`config.mk`:
```
export PLATFORM = sky130hd
export DESIGN_NAME = vdes_ctrl
export DESIGN_NICKNAME = d
export VERILOG_FILES = /design/src/design/vdes_pkg.sv /design/src/design/vdes_ctrl.sv
export VERILOG_INCLUDE_DIRS = /design/src /design/src/design
export SDC_FILE = /design/constraint.sdc
export NUM_CORES = 1
export LEC_CHECK = 0
export BUFFER_PORTS_ARGS = -buffer_cell sky130_fd_sc_hd__clkbuf_2
export CORE_MARGIN = 3
export CORE_UTILIZATION = 52
export DETAILED_ROUTE_END_ITERATION = 7
export PLACE_DENSITY = 0.71
export SYNTH_ARGS = -nofsm -noshare
export SYNTH_HDL_FRONTEND = slang
export SYNTH_SLANG_ARGS = --single-unit
```
`constraint.sdc`:
```
create_clock -name clk -period 3.9 [get_ports clk]
set_input_delay 0.39 -clock clk [delete_from_list [all_inputs] [get_ports clk]]
set_output_delay 0.39 -clock clk [all_outputs]
set_load 0.01 [all_outputs]
```
`src/design/vec3_double_exp_smoother_macros.svh`:
```
// assertion macros for the vec3 double exponential smoother
// no dependencies; included by vdes_ctrl, which checks its own logic
`ifndef VEC3_DOUBLE_EXP_SMOOTHER_MACROS_SVH
`define VEC3_DOUBLE_EXP_SMOOTHER_MACROS_SVH
`ifndef SYNTHESIS
`define VDES_ASSERT_IMP(label, clk, rst_n, ante, cons, msg) \
  label: assert property (@(posedge clk) disable iff (!rst_n) (ante) |-> (cons)) else $error(msg);
`define VDES_ASSERT_NXT(label, clk, rst_n, ante, cons, msg) \
  label: assert property (@(posedge clk) disable iff (!rst_n) (ante) |=> (cons)) else $error(msg);
`else
`define VDES_ASSERT_IMP(label, clk, rst_n, ante, cons, msg)
`define VDES_ASSERT_NXT(label, clk, rst_n, ante, cons, msg)
`endif
`endif

```
`src/design/vdes_pkg.sv`:
```
// shared types, widths and codes of the vec3 double exponential smoother
// no dependencies
package vdes_pkg;

  localparam int VAL_W         = 32;
  localparam int RATE_W        = 24;
  localparam int DT_W          = 20;
  localparam int FRAC_BITS_DEF = 16;
  localparam int ROOT_STEPS    = 32;
  localparam int CFG_ADDR_W    = 3;
  localparam int CFG_DATA_W    = 32;

  typedef enum logic {
    REG_LEVEL_RATE = 1'b0,
    REG_TREND_RATE = 1'b1
  } reg_sel_t;

  typedef enum logic [4:0] {
    OP_NONE, OP_LOAD, OP_FORCE, OP_GAIN, OP_P1, OP_P2, OP_T1, OP_T2, OP_LVL,
    OP_SQ1, OP_SQ2, OP_RINIT, OP_ROOT, OP_DINIT, OP_DIV, OP_DDONE, OP_CLR, OP_PUSH
  } dp_op_t;

  typedef struct packed {
    dp_op_t     op;
    logic [1:0] axis;
  } dp_cmd_t;

  typedef struct packed {
    logic command;
    logic make_unit;
    logic len_zero;
  } dp_stat_t;

  function automatic logic signed [VAL_W-1:0] sat32(input logic signed [63:0] v);
    logic signed [63:0] hi;
    logic signed [63:0] lo;
    hi = 64'sh0000_0000_7FFF_FFFF;
    lo = -64'sh0000_0000_8000_0000;
    if (v > hi) return 32'sh7FFF_FFFF;
    else if (v < lo) return 32'sh8000_0000;
    else return v[VAL_W-1:0];
  endfunction

endpackage

```
`src/design/vdes_ctrl.sv`:
```
// controller of the smoother: sequences gains, axis updates, root and division
// depends on vdes_pkg and the assertion macros
`include "vec3_double_exp_smoother_macros.svh"
module vdes_ctrl #(
  parameter int FRAC_BITS = vdes_pkg::FRAC_BITS_DEF
) (
  input  logic               clk,
  input  logic               rst_n,
  input  logic               in_valid,
  output logic               in_ready,
  output logic               out_valid,
  input  logic               out_ready,
  output vdes_pkg::dp_cmd_t  cmd,
  input  vdes_pkg::dp_stat_t stat
);
  import vdes_pkg::*;

  localparam int DIV_W = VAL_W + FRAC_BITS + 1;
  localparam int CNT_W = $clog2(DIV_W > ROOT_STEPS ? DIV_W : ROOT_STEPS);

  typedef enum logic [17:0] {
    S_IDLE  = 18'h00001,
    S_DISP  = 18'h00002,
    S_FORCE = 18'h00004,
    S_GAIN  = 18'h00008,
    S_P1    = 18'h00010,
    S_P2    = 18'h00020,
    S_T1    = 18'h00040,
    S_T2    = 18'h00080,
    S_LVL   = 18'h00100,
    S_SQ1   = 18'h00200,
    S_SQ2   = 18'h00400,
    S_RINIT = 18'h00800,
    S_ROOT  = 18'h01000,
    S_DINIT = 18'h02000,
    S_DIV   = 18'h04000,
    S_DDONE = 18'h08000,
    S_CLR   = 18'h10000,
    S_OUT   = 18'h20000
  } state_t;

  state_t             state_r, state_nxt;
  logic [1:0]         axis_r, axis_nxt;
  logic [CNT_W-1:0]   cnt_r, cnt_nxt;
  logic               out_valid_r, out_valid_nxt;
  logic               slot_free;

  assign in_ready  = (state_r == S_IDLE);
  assign out_valid = out_valid_r;
  assign slot_free = !out_valid_r || out_ready;

  always_comb begin
    state_nxt     = state_r;
    axis_nxt      = axis_r;
    cnt_nxt       = cnt_r;
    out_valid_nxt = (out_valid_r && out_ready) ? 1'b0 : out_valid_r;
    cmd.op        = OP_NONE;
    cmd.axis      = axis_r;
    unique case (state_r)
      S_IDLE: begin
        if (in_valid) begin
          cmd.op    = OP_LOAD;
          state_nxt = S_DISP;
        end
      end
      S_DISP: begin
        axis_nxt  = 2'd0;
        state_nxt = stat.command ? S_FORCE : S_GAIN;
      end
      S_FORCE: begin
        cmd.op    = OP_FORCE;
        state_nxt = S_OUT;
      end
      S_GAIN: begin
        cmd.op    = OP_GAIN;
        state_nxt = S_P1;
      end
      S_P1: begin
        cmd.op    = OP_P1;
        state_nxt = S_P2;
      end
      S_P2: begin
        cmd.op    = OP_P2;
        state_nxt = S_T1;
      end
      S_T1: begin
        cmd.op    = OP_T1;
        state_nxt = S_T2;
      end
      S_T2: begin
        cmd.op    = OP_T2;
        state_nxt = S_LVL;
      end
      S_LVL: begin
        cmd.op = OP_LVL;
        if (axis_r == 2'd2) begin
          axis_nxt  = 2'd0;
          state_nxt = stat.make_unit ? S_SQ1 : S_OUT;
        end else begin
          axis_nxt  = axis_r + 2'd1;
          state_nxt = S_P1;
        end
      end
      S_SQ1: begin
        cmd.op    = OP_SQ1;
        state_nxt = S_SQ2;
      end
      S_SQ2: begin
        cmd.op = OP_SQ2;
        if (axis_r == 2'd2) begin
          axis_nxt  = 2'd0;
          state_nxt = S_RINIT;
        end else begin
          axis_nxt  = axis_r + 2'd1;
          state_nxt = S_SQ1;
        end
      end
      S_RINIT: begin
        cmd.op    = OP_RINIT;
        cnt_nxt   = '0;
        state_nxt = S_ROOT;
      end
      S_ROOT: begin
        cmd.op  = OP_ROOT;
        cnt_nxt = cnt_r + 1'b1;
        if (cnt_r == CNT_W'(ROOT_STEPS - 1)) state_nxt = S_DINIT;
      end
      S_DINIT: begin
        cmd.op  = OP_DINIT;
        cnt_nxt = '0;
        state_nxt = stat.len_zero ? S_CLR : S_DIV;
      end
      S_DIV: begin
        cmd.op  = OP_DIV;
        cnt_nxt = cnt_r + 1'b1;
        if (cnt_r == CNT_W'(DIV_W - 1)) state_nxt = S_DDONE;
      end
      S_DDONE: begin
        cmd.op = OP_DDONE;
        if (axis_r == 2'd2) begin
          state_nxt = S_CLR;
        end else begin
          axis_nxt  = axis_r + 2'd1;
          state_nxt = S_DINIT;
        end
      end
      S_CLR: begin
        cmd.op    = OP_CLR;
        state_nxt = S_OUT;
      end
      S_OUT: begin
        if (slot_free) begin
          cmd.op        = OP_PUSH;
          out_valid_nxt = 1'b1;
          state_nxt     = S_IDLE;
        end
      end
      default: state_nxt = S_IDLE;
    endcase
  end

  always_ff @(posedge clk) begin
    if (!rst_n) begin
      state_r     <= S_IDLE;
      axis_r      <= 2'd0;
      cnt_r       <= '0;
      out_valid_r <= 1'b0;
    end else begin
      state_r     <= state_nxt;
      axis_r      <= axis_nxt;
      cnt_r       <= cnt_nxt;
      out_valid_r <= out_valid_nxt;
    end
  end

  `VDES_ASSERT_NXT(a_accept_disp, clk, rst_n, in_valid && state_r == S_IDLE, state_r == S_DISP, "accepted item not dispatched")
  `VDES_ASSERT_NXT(a_root_holds, clk, rst_n, state_r == S_ROOT && cnt_r != CNT_W'(ROOT_STEPS - 1), state_r == S_ROOT, "root left early")
  `VDES_ASSERT_NXT(a_out_from_push, clk, rst_n, !out_valid_r && state_r != S_OUT, !out_valid_r, "result without push")

endmodule

```
==> flow_summary_export.csv, run 1 <==
group,metric,value,unit
outcome,result_of_the_run,"finished clean",
worst_setup_path,cp_data_arrival_time,2660,ps
clocking,clockBufferDepth,2,
floorplan,die_h,62.6,um
worst_setup_path,reg2reg_slack,1370,ps
min_path,worst_hold_path_startpoint,"stat[2]",
layout,insertedDiodeCount,0,
route,drc,0,
floorplan,floorplan.initialDensity,57.5,%
worst_setup_path,path_cells,"nor4_4 -> nand4_1 -> or4_1 -> nand2_2 -> or4_2 -> clkbuf_2",
sta,max_freq,0.328,GHz
placed_design,place.port_buffers,15,
synthesis,yosys-top-cells-area,"sky130_fd_sc_hd__dfxtp_1 (32%), sky130_fd_sc_hd__nor2_1 (5.6%), sky130_fd_sc_hd__nor4_4 (5.1%)",
pwr,power-per-cell-area,407,mW/mm^2
floorplan,die_w,62.6,um
sta,finClkSkew,1.46,ps
clocking,numCtsBuffers,3,
clocking,postCtsResizedCells,0,
pwr,power_switching,0.287,mW
clocking,ctsHoldBuffers,0,
worst_setup_path,timing.rr.end,"state_r[8]",
sta,finalHoldWorstSlack,206,ps
grt,wire_length_of_the_first_global_routing_pass,7220,um
synthesis,synth.net_count,214,
layout,areaGrowthSynthToFinish,6.83,%
synthesis,number_of_synthesized_register_bits,27,
pwr,intPower,0.439,mW
synthesis,async_flop_share,0,%
sta,maxSlewHeadroom,25.1,%
route,postRouteWirelength,4240,um
layout,share_of_layout_cells_above_drive_strength_1,14.1,%
worst_setup_path,critPathKind,"reg2out",
pwr,clock_power_share,18.8,%
floorplan,die_area,0.00392,mm^2
placed_design,finalWeightedCongestion,1.00,
route,drt-wirelength-per-cell,16.6,um
layout,finished_layout_cells,255,
synthesis,area_fraction_of_the_dominant_cell_type_after_synthesis,32.4,%
min_path,hold-path-endpoint,"state_r[3]",
worst_setup_path,timing.critical_path.to_type,"primary output",
layout,mostFrequentLayoutCells,"sky130_fd_sc_hd__dfxtp_1 (27), sky130_fd_sc_hd__nor2_1 (25), sky130_fd_sc_hd__nand2_1 (16), sky130_fd_sc_hd__clkbuf_2 (15), sky130_fd_sc_hd__a21oi_1 (11)",
route,dr.first_iter.drc_count,153,
worst_setup_path,slowest_cp_cell,"sky130_fd_sc_hd__or4_1",
sta,timing_hold_violations_final,0,
sta,period_minus_slack,3050,ps
synthesis,yosysWarnings,0,
clocking,postCtsSetupRepairBufs,0,
worst_setup_path,worstRegToRegCells,6,
sta,setup-tns-final,0,ps
worst_setup_path,crit_fanout,10,
worst_setup_path,cp-start-kind,"flop",
clocking,clock_tree.root_cell,"sky130_fd_sc_hd__clkbuf_4",
route,drt-vias-per-instance,6.29,
min_path,holdCritPathClass,"in2reg",
grt,grt_start_max_net_pins,18,
clocking,cts_tree,"yes",
pwr,power.share.sequential,44.8,%
sta,period_share,78.1,%
pwr,irDropWorstVdd,0.236,mV
route,route.vias.total,1605,
sta,timing_worst_slew_pin_value,1110,ps
pwr,net_switching_fraction_of_the_power,39.5,%
grt,global_route.overflow_total,0,
grt,track_usage,22.6,%
floorplan,core_area,0.00290,mm^2
worst_setup_path,worst_path_largest_cell_delay,610,ps
worst_setup_path,required,3510,ps
clocking,cts_max_level,1,
clocking,clock_net_sink_count,27,
worst_setup_path,cp-startpoint,"state_r[0]",
layout,post_route_utilization,61.4,%
placed_design,placed_area,0.00175,mm^2
synthesis,post_synth_instance_area,0.00167,mm^2
sta,rsz0062_at_grt,"false",
synthesis,synth-seq-area-share,32.4,%
floorplan,floorplan.rows,19,
layout,finish.instance_area,0.00178,mm^2
min_path,hold_depth,2,
pwr,combPwrFrac,36.4,%
layout,finish.net_count,226,
clocking,clock_insertion_delay_worst_skew,340,ps
synthesis,synth_largest_area_cell,"sky130_fd_sc_hd__dfxtp_1",
route,route.antenna.remaining_nets,0,
synthesis,synth-edff-count,0,
synthesis,yosys.cell_types.count,53,
pwr,power.static_leakage,0.657,nW
floorplan,boundaryPins,16,
sta,timing_max_transition_violations_final,0,
placed_design,place_hpwl,3300,um
grt,first_global_vias,1532,
synthesis,syn-instance-count,202,
route,dr_pass1_iterations,5,
synthesis,syn_area_per_cell,8.26,um^2
synthesis,dominantRegCellSynth,"sky130_fd_sc_hd__dfxtp_1",
worst_setup_path,reg2reg_from,"state_r[7]",
grt,antenna_found_initial,0,
placed_design,dp_cells,251,
job,maxCapViolCount,0,
sta,setup_viol,0,
clocking,path_clk_slew,160,ps
layout,mostFrequentLayoutCell,"sky130_fd_sc_hd__dfxtp_1",
==> registers in the layout (all words and copies together), names as in the netlist <==
register and cells:
axis_r 2, cnt_r 6, out_valid 1, state_r 18
==> critical path: cells and delay by family (launching register included) <==
kind                   cells  cell delay [ps]
AND/OR/NAND/NOR            5             1740
flip-flops                 1              430
buffers and inverters      1              130
==> power by group through the flow <==
stage / combinational, mW / clock, mW / sequential [mW]
6_report: 0.264 / 0.136 / 0.325
5_1_grt: 0.289 / 0.152 / 0.330
3_5_place_dp: 0.257 / 0 / 0.331
4_1_cts: 0.260 / 0.138 / 0.325
2_1_floorplan: 0.214 / 0 / 0.312
3_3_place_gp: 0.259 / 0 / 0.329
==> worst max-delay path by stage <==
stage	end	slack [ps]
3_5_place_dp	cmd[4]	1310
4_1_cts	cmd[4]	890
3_3_place_gp	cmd[4]	1350
2_1_floorplan	cmd[4]	1660
5_1_grt	cmd[2]	690
6_report	cmd[4]	850
==> through the flow <==
| stage | setup slack [ps] | total power, mW |
|---|---|---|
| detailed placement | 1310 | 0.588 |
| global route | 689 | 0.771 |
| global placement | 1350 | 0.588 |
| floorplan | 1660 | 0.526 |
| CTS | 893 | 0.722 |
| finish | 854 | 0.726 |
==> logic make-up (layout without fill, tap and decap cells) <==
group / count (synthesis) / count (layout) / synth area share [%]
buf+inv: 18 / 29 / 4.95
xor+xnor: 4 / 4 / 2.10
flops: 27 / 27 / 32.4
fa+ha+maj: 5 / 5 / 3.75
compound gates: 34 / 34 / 13.7
mux: 1 / 1 / 0.600
simple gates: 113 / 113 / 42.5
==> area by class of cell <==
class,instances,area (um^2)
timing repair buffer,15,75.1
tap,42,52.6
fill,273,1120
inverter,10,37.5
clock buffer,3,22.5
multi-input combinational,157,1040
clock inverter,1,8.76
sequential,27,541
==> cells in the mapped netlist (5+ instances only) <==
| master | count |
|---|---|
| sky130_fd_sc_hd__a21oi_1 | 11 |
| sky130_fd_sc_hd__dfxtp_1 | 27 |
| sky130_fd_sc_hd__ha_1 | 5 |
| sky130_fd_sc_hd__inv_1 | 10 |
| sky130_fd_sc_hd__nand2_1 | 16 |
| sky130_fd_sc_hd__nand3_1 | 7 |
| sky130_fd_sc_hd__nand4_1 | 10 |
| sky130_fd_sc_hd__nor2_1 | 25 |
| sky130_fd_sc_hd__nor3_1 | 7 |
| sky130_fd_sc_hd__nor3b_1 | 5 |
| sky130_fd_sc_hd__nor4_1 | 8 |
| sky130_fd_sc_hd__nor4b_1 | 6 |
==> layer usage <==
layer / vias to the layer above / global-route usage (%) / part of all wire (%)
li1: 777 / - / -
met1: 749 / 31.8 / 45
met2: 71 / 35.2 / 46
met3: 8 / 4.68 / 7.6
met4: 0 / 5.79 / 1.2
met5: - / 0 / 0
(Power assumes the default switching activity.)
==> inputs of run 2 (changes only) <==
clock period = 3 ns   (was 3.9 ns; I/O delays follow)
==> run 2 against run 1 <==
  * Combinational power grew 39%
  * Via count grew 4.0%
  * Clock power grew 21%
  * Hold slack lost 91 ps
  * Highest routed layer unchanged
  * Largest cell class unchanged
==> flow_summary_export.csv, run 2 (same netlist as run 1, synthesis figures left out) <==
group,metric,value,unit
sta,maxSlewHeadroom,38.8,%
grt,global_route.overflow_total,0,
placed_design,finalWeightedCongestion,0.936,
placed_design,place.port_buffers,15,
layout,finish.net_count,232,
layout,share_of_layout_cells_above_drive_strength_1,16.4,%
sta,setup_viol,0,
layout,max_flop_register,"state_r",
layout,mostFrequentLayoutCell,"sky130_fd_sc_hd__dfxtp_1",
sta,max_freq,0.352,GHz
grt,wire_length_of_the_first_global_routing_pass,7260,um
layout,areaGrowthSynthToFinish,9.30,%
pwr,power-per-cell-area,524,mW/mm^2
grt,first_global_vias,1534,
layout,layout.filler_cells,273,
min_path,holdCritPathClass,"in2reg",
clocking,clockBufferDepth,2,
worst_setup_path,critPathKind,"reg2out",
route,dr_pass1_iterations,5,
floorplan,die_w,62.6,um
grt,antenna_found_initial,0,
outcome,result_of_the_run,"finished clean",
placed_design,place_hpwl,3260,um
clocking,clock_tree.root_cell,"sky130_fd_sc_hd__clkbuf_4",
floorplan,die_area,0.00392,mm^2
clocking,cts_tree,"yes",
layout,finish.instance_area,0.00182,mm^2
sta,finClkSkew,7.28,ps
placed_design,placed_area,0.00176,mm^2
clocking,numCtsBuffers,3,
sta,timing_hold_violations_final,0,
pwr,power.static_leakage,0.686,nW
job,maxCapViolCount,0,
layout,mostFrequentLayoutCells,"sky130_fd_sc_hd__dfxtp_1 (27), sky130_fd_sc_hd__nor2_1 (25), sky130_fd_sc_hd__nand2_1 (16), sky130_fd_sc_hd__clkbuf_2 (15), sky130_fd_sc_hd__a21oi_1 (11)",
floorplan,core_area,0.00290,mm^2
grt,grt_start_max_net_pins,16,
clocking,cts_max_level,1,
sta,timing_max_transition_violations_final,0,
route,drt-wirelength-per-cell,16.9,um
sta,setup-tns-final,0,ps
worst_setup_path,crit_fanout,10,
layout,insertedDiodeCount,0,
floorplan,floorplan.rows,19,
layout,largest_register_ffs,18,
sta,period_minus_slack,2840,ps
worst_setup_path,cp_data_arrival_time,2540,ps
route,dr.first_iter.drc_count,203,
route,route.antenna.remaining_nets,0,
route,drc,0,
route,drt-vias-per-instance,6.40,
route,postRouteWirelength,4400,um
sta,timing_worst_slew_pin_value,906,ps
worst_setup_path,timing.critical_path.to_type,"primary output",
worst_setup_path,required,2700,ps
route,route.vias.total,1670,
layout,largest_registers,"state_r (18), cnt_r (6), axis_r (2)",
clocking,path_clk_slew,150,ps
clocking,ctsHoldBuffers,0,
sta,rsz0062_at_grt,"false",
clocking,clock_net_sink_count,27,
floorplan,die_h,62.6,um
floorplan,boundaryPins,16,
sta,period_share,94.6,%
worst_setup_path,cp-start-kind,"flop",
pwr,irDropWorstVdd,0.249,mV
floorplan,floorplan.initialDensity,57.5,%
clocking,clock_insertion_delay_worst_skew,330,ps
grt,track_usage,22.9,%
run 2: metrics by stage:
step                      setup slack [ps]  hold WS, ps  cells  util (%)  power [mW]
after floorplan                        854          372    202         -       0.684
after global placement                 551          469    252      60.6       0.761
after detailed placement               518          476    252      60.6       0.762
after CTS                              128          116    256      61.6       0.924
after global routing                  25.2          104    261      62.9        1.01
final                                  162          114    261      62.9       0.955
run 2: cell type report:
cell class	instances	area, um^2	area share, %
clock inverters	1	5.00	0.275
clock buffers	3	22.5	1.24
inverters	10	37.5	2.06
well taps	42	52.6	2.88
repair buffers	21	120	6.59
flip-flops and latches	27	541	29.6
multi-input cells	157	1040	57.3
run 2: path summary, 6_finish.rpt:
| check | startpoint | end | slack [ps] | depth (start not counted) |
|---|---|---|---|---|
| worst min register to register | cnt_r[3] | cnt_r[3] | 540 | 2 |
| worst max register to register | state_r[5] | state_r[1] | 450 | 7 |
| worst max-delay path | state_r[5] | cmd[4] | 160 | 7 |
| worst min-delay path | stat[2] | state_r[3] | 110 | 2 |
run 2: worst max-delay path, stage by stage (launching register included):
cell                       delay, ps
sky130_fd_sc_hd__dfxtp_1         430
sky130_fd_sc_hd__nor4_4          410
sky130_fd_sc_hd__buf_4           190
sky130_fd_sc_hd__nand4_1         170
sky130_fd_sc_hd__or3b_1          510
sky130_fd_sc_hd__nand2_2         200
sky130_fd_sc_hd__or4_2           170
sky130_fd_sc_hd__clkbuf_2        130
run 2: power breakdown:
group          switching [mW]  total (mW)  internal [mW]
clock network           0.114       0.164         0.0501
registers              0.0430       0.423          0.380
logic                   0.217       0.368          0.152
run 2: metal layers:
layer  global-route usage [%]  vias to the layer above  part of all wire, %  wire length, um
li1                         -                      787                    -                -
met1                     32.0                      770                   43             1870
met2                     34.0                       97                   45             1970
met3                     4.68                       16                   11              470
met4                     9.64                        0                  2.0               86
met5                        0                        -                    0                0
run 2: timing repair:
action                     4_1_cts  5_1_grt
setup buffers                    0        5
gates resized for setup          0        0
setup endpoints to repair        0        2
==> inputs of run 3 (changes only) <==
RECOVER_POWER = 25   (was default)
==> run 3 against run 2 <==
  * Fmax is 0.69% lower
  * Largest power group unchanged
  * First-iteration DRC count stayed put
  * Via count is 0.12% higher
  * Worst setup slack worse by 20 ps
  * Highest routed layer unchanged
  * Clock skew is 5.2 ps lower
  * Largest cell class unchanged
  * Global-route usage stayed put
  * Hold slack worse by 5.9 ps
  * Die area stayed put
  * Critical path type unchanged
  * Sequential power hardly changed
==> flow_summary_export.csv, run 3 (same netlist as run 1, synthesis figures left out) <==
group,metric,value,unit
route,drt-wirelength-per-cell,16.9,um
floorplan,die_area,0.00392,mm^2
route,route.vias.total,1672,
sta,timing_hold_violations_final,0,
clocking,cts_tree,"yes",
clocking,clock_insertion_delay_worst_skew,330,ps
worst_setup_path,slowest_cp_cell,"sky130_fd_sc_hd__nor4_4",
worst_setup_path,crit_fanout,10,
layout,largest_register_ffs,18,
worst_setup_path,critical_path.top_delay_family,"simple AND/OR/NAND/NOR gates",
pwr,power.static_leakage,0.675,nW
pwr,power-per-cell-area,525,mW/mm^2
job,maxCapViolCount,0,
worst_setup_path,worst-path-buf-inv,1,
route,route.antenna.remaining_nets,0,
grt,global_route.overflow_total,0,
outcome,result_of_the_run,"finished clean",
sta,maxSlewHeadroom,38.8,%
clocking,path_clk_slew,150,ps
sta,setup_viol,0,
min_path,hold_depth,2,
clocking,clock_tree.root_cell,"sky130_fd_sc_hd__clkbuf_4",
grt,first_global_vias,1534,
worst_setup_path,worst_path_largest_cell_delay,510,ps
placed_design,place.port_buffers,15,
layout,finish.net_count,232,
clocking,numCtsBuffers,3,
worst_setup_path,reg2reg_slack,480,ps
clocking,clockBufferDepth,2,
layout,mostFrequentLayoutCells,"sky130_fd_sc_hd__dfxtp_1 (27), sky130_fd_sc_hd__nor2_1 (25), sky130_fd_sc_hd__nand2_1 (16), sky130_fd_sc_hd__clkbuf_2 (12), sky130_fd_sc_hd__a21oi_1 (11)",
clocking,clock_net_sink_count,27,
worst_setup_path,timing.rr.end,"state_r[1]",
layout,largest_registers,"state_r (18), cnt_r (6), axis_r (2)",
floorplan,core_area,0.00290,mm^2
sta,period_minus_slack,2860,ps
layout,max_flop_register,"state_r",
sta,timing_max_transition_violations_final,0,
grt,antenna_found_initial,0,
worst_setup_path,cp-start-kind,"flop",
route,dr.first_iter.drc_count,203,
grt,track_usage,22.9,%
placed_design,place_hpwl,3260,um
worst_setup_path,worstRegToRegCells,6,
pwr,irDropWorstVdd,0.249,mV
route,postRouteWirelength,4400,um
clocking,cts_max_level,1,
sta,timing_worst_slew_pin_value,906,ps
worst_setup_path,cp_data_arrival_time,2560,ps
grt,wire_length_of_the_first_global_routing_pass,7260,um
grt,grt_start_max_net_pins,16,
sta,period_share,95.3,%
worst_setup_path,path_cells,"nor4_4 -> nand4_1 -> or3b_1 -> nand2_2 -> or4_2 -> clkbuf_2",
sta,rsz0062_at_grt,"false",
route,drt-vias-per-instance,6.41,
min_path,hold-path-endpoint,"state_r[3]",
route,drc,0,
floorplan,floorplan.rows,19,
worst_setup_path,reg2reg_from,"state_r[8]",
worst_setup_path,required,2700,ps
floorplan,boundaryPins,16,
clocking,ctsHoldBuffers,0,
floorplan,floorplan.initialDensity,57.5,%
layout,insertedDiodeCount,0,
route,dr_pass1_iterations,5,
sta,max_freq,0.350,GHz
sta,setup-tns-final,0,ps
clocking,postCtsResizedCells,0,
layout,mostFrequentLayoutCell,"sky130_fd_sc_hd__dfxtp_1",
layout,layout.filler_cells,273,
min_path,worst_hold_path_startpoint,"stat[2]",
worst_setup_path,critPathKind,"reg2out",
min_path,holdCritPathClass,"in2reg",
floorplan,die_w,62.6,um
placed_design,finalWeightedCongestion,0.936,
sta,finClkSkew,2.09,ps
worst_setup_path,timing.critical_path.to_type,"primary output",
layout,post_route_utilization,62.7,%
floorplan,die_h,62.6,um
layout,areaGrowthSynthToFinish,9.08,%
layout,share_of_layout_cells_above_drive_strength_1,15.1,%
clocking,postCtsSetupRepairBufs,0,
[run 3: worst max-delay path by stage]
stage,cells after the start,startpoint,slack (ps),end
5_1_grt,7,state_r[4],30,cmd[4]
3_5_place_dp,6,state_r[7],520,cmd[4]
3_3_place_gp,6,state_r[0],550,cmd[4]
2_1_floorplan,6,state_r[10],850,cmd[4]
6_report,6,state_r[8],140,cmd[4]
4_1_cts,6,state_r[7],130,cmd[4]
[run 3: per-layer routing]
metal | track usage, % | part of all wire [%] | up-vias
met5 | 0 | 0 | -
met4 | 9.64 | 1.7 | 0
met3 | 4.68 | 11 | 10
met2 | 34.0 | 45 | 94
met1 | 32.0 | 42 | 778
li1 | - | - | 790
[run 3: area by class of cell]
class                   instances  area (um^2)  area share [%]
clock buffers                   3         22.5            1.24
clock inverters                 1         5.00           0.275
inverters                      10         37.5            2.06
multi-input cells             157         1040            57.4
flip-flops and latches         27          541            29.7
well taps                      42         52.6            2.89
repair buffers                 21          116            6.40
[run 3: power breakdown]
group          internal, mW  switching [mW]  leakage (nW)  total [mW]
clock network        0.0502           0.116        0.0177       0.167
logic                 0.151           0.214         0.439       0.365
registers             0.380          0.0430         0.218       0.423
[run 3: metrics by stage]
| stage | hold WS, ps | instance area (um^2) | power [mW] | instances | setup WS [ps] |
|---|---|---|---|---|---|
| global route | 104 | 1820 | 1.01 | 261 | 25.2 |
| floorplan | 372 | 1670 | 0.684 | 202 | 854 |
| finish | 108 | 1820 | 0.954 | 261 | 142 |
| detailed placement | 476 | 1760 | 0.762 | 252 | 518 |
| CTS | 116 | 1790 | 0.924 | 256 | 128 |
| global placement | 469 | 1760 | 0.761 | 252 | 551 |
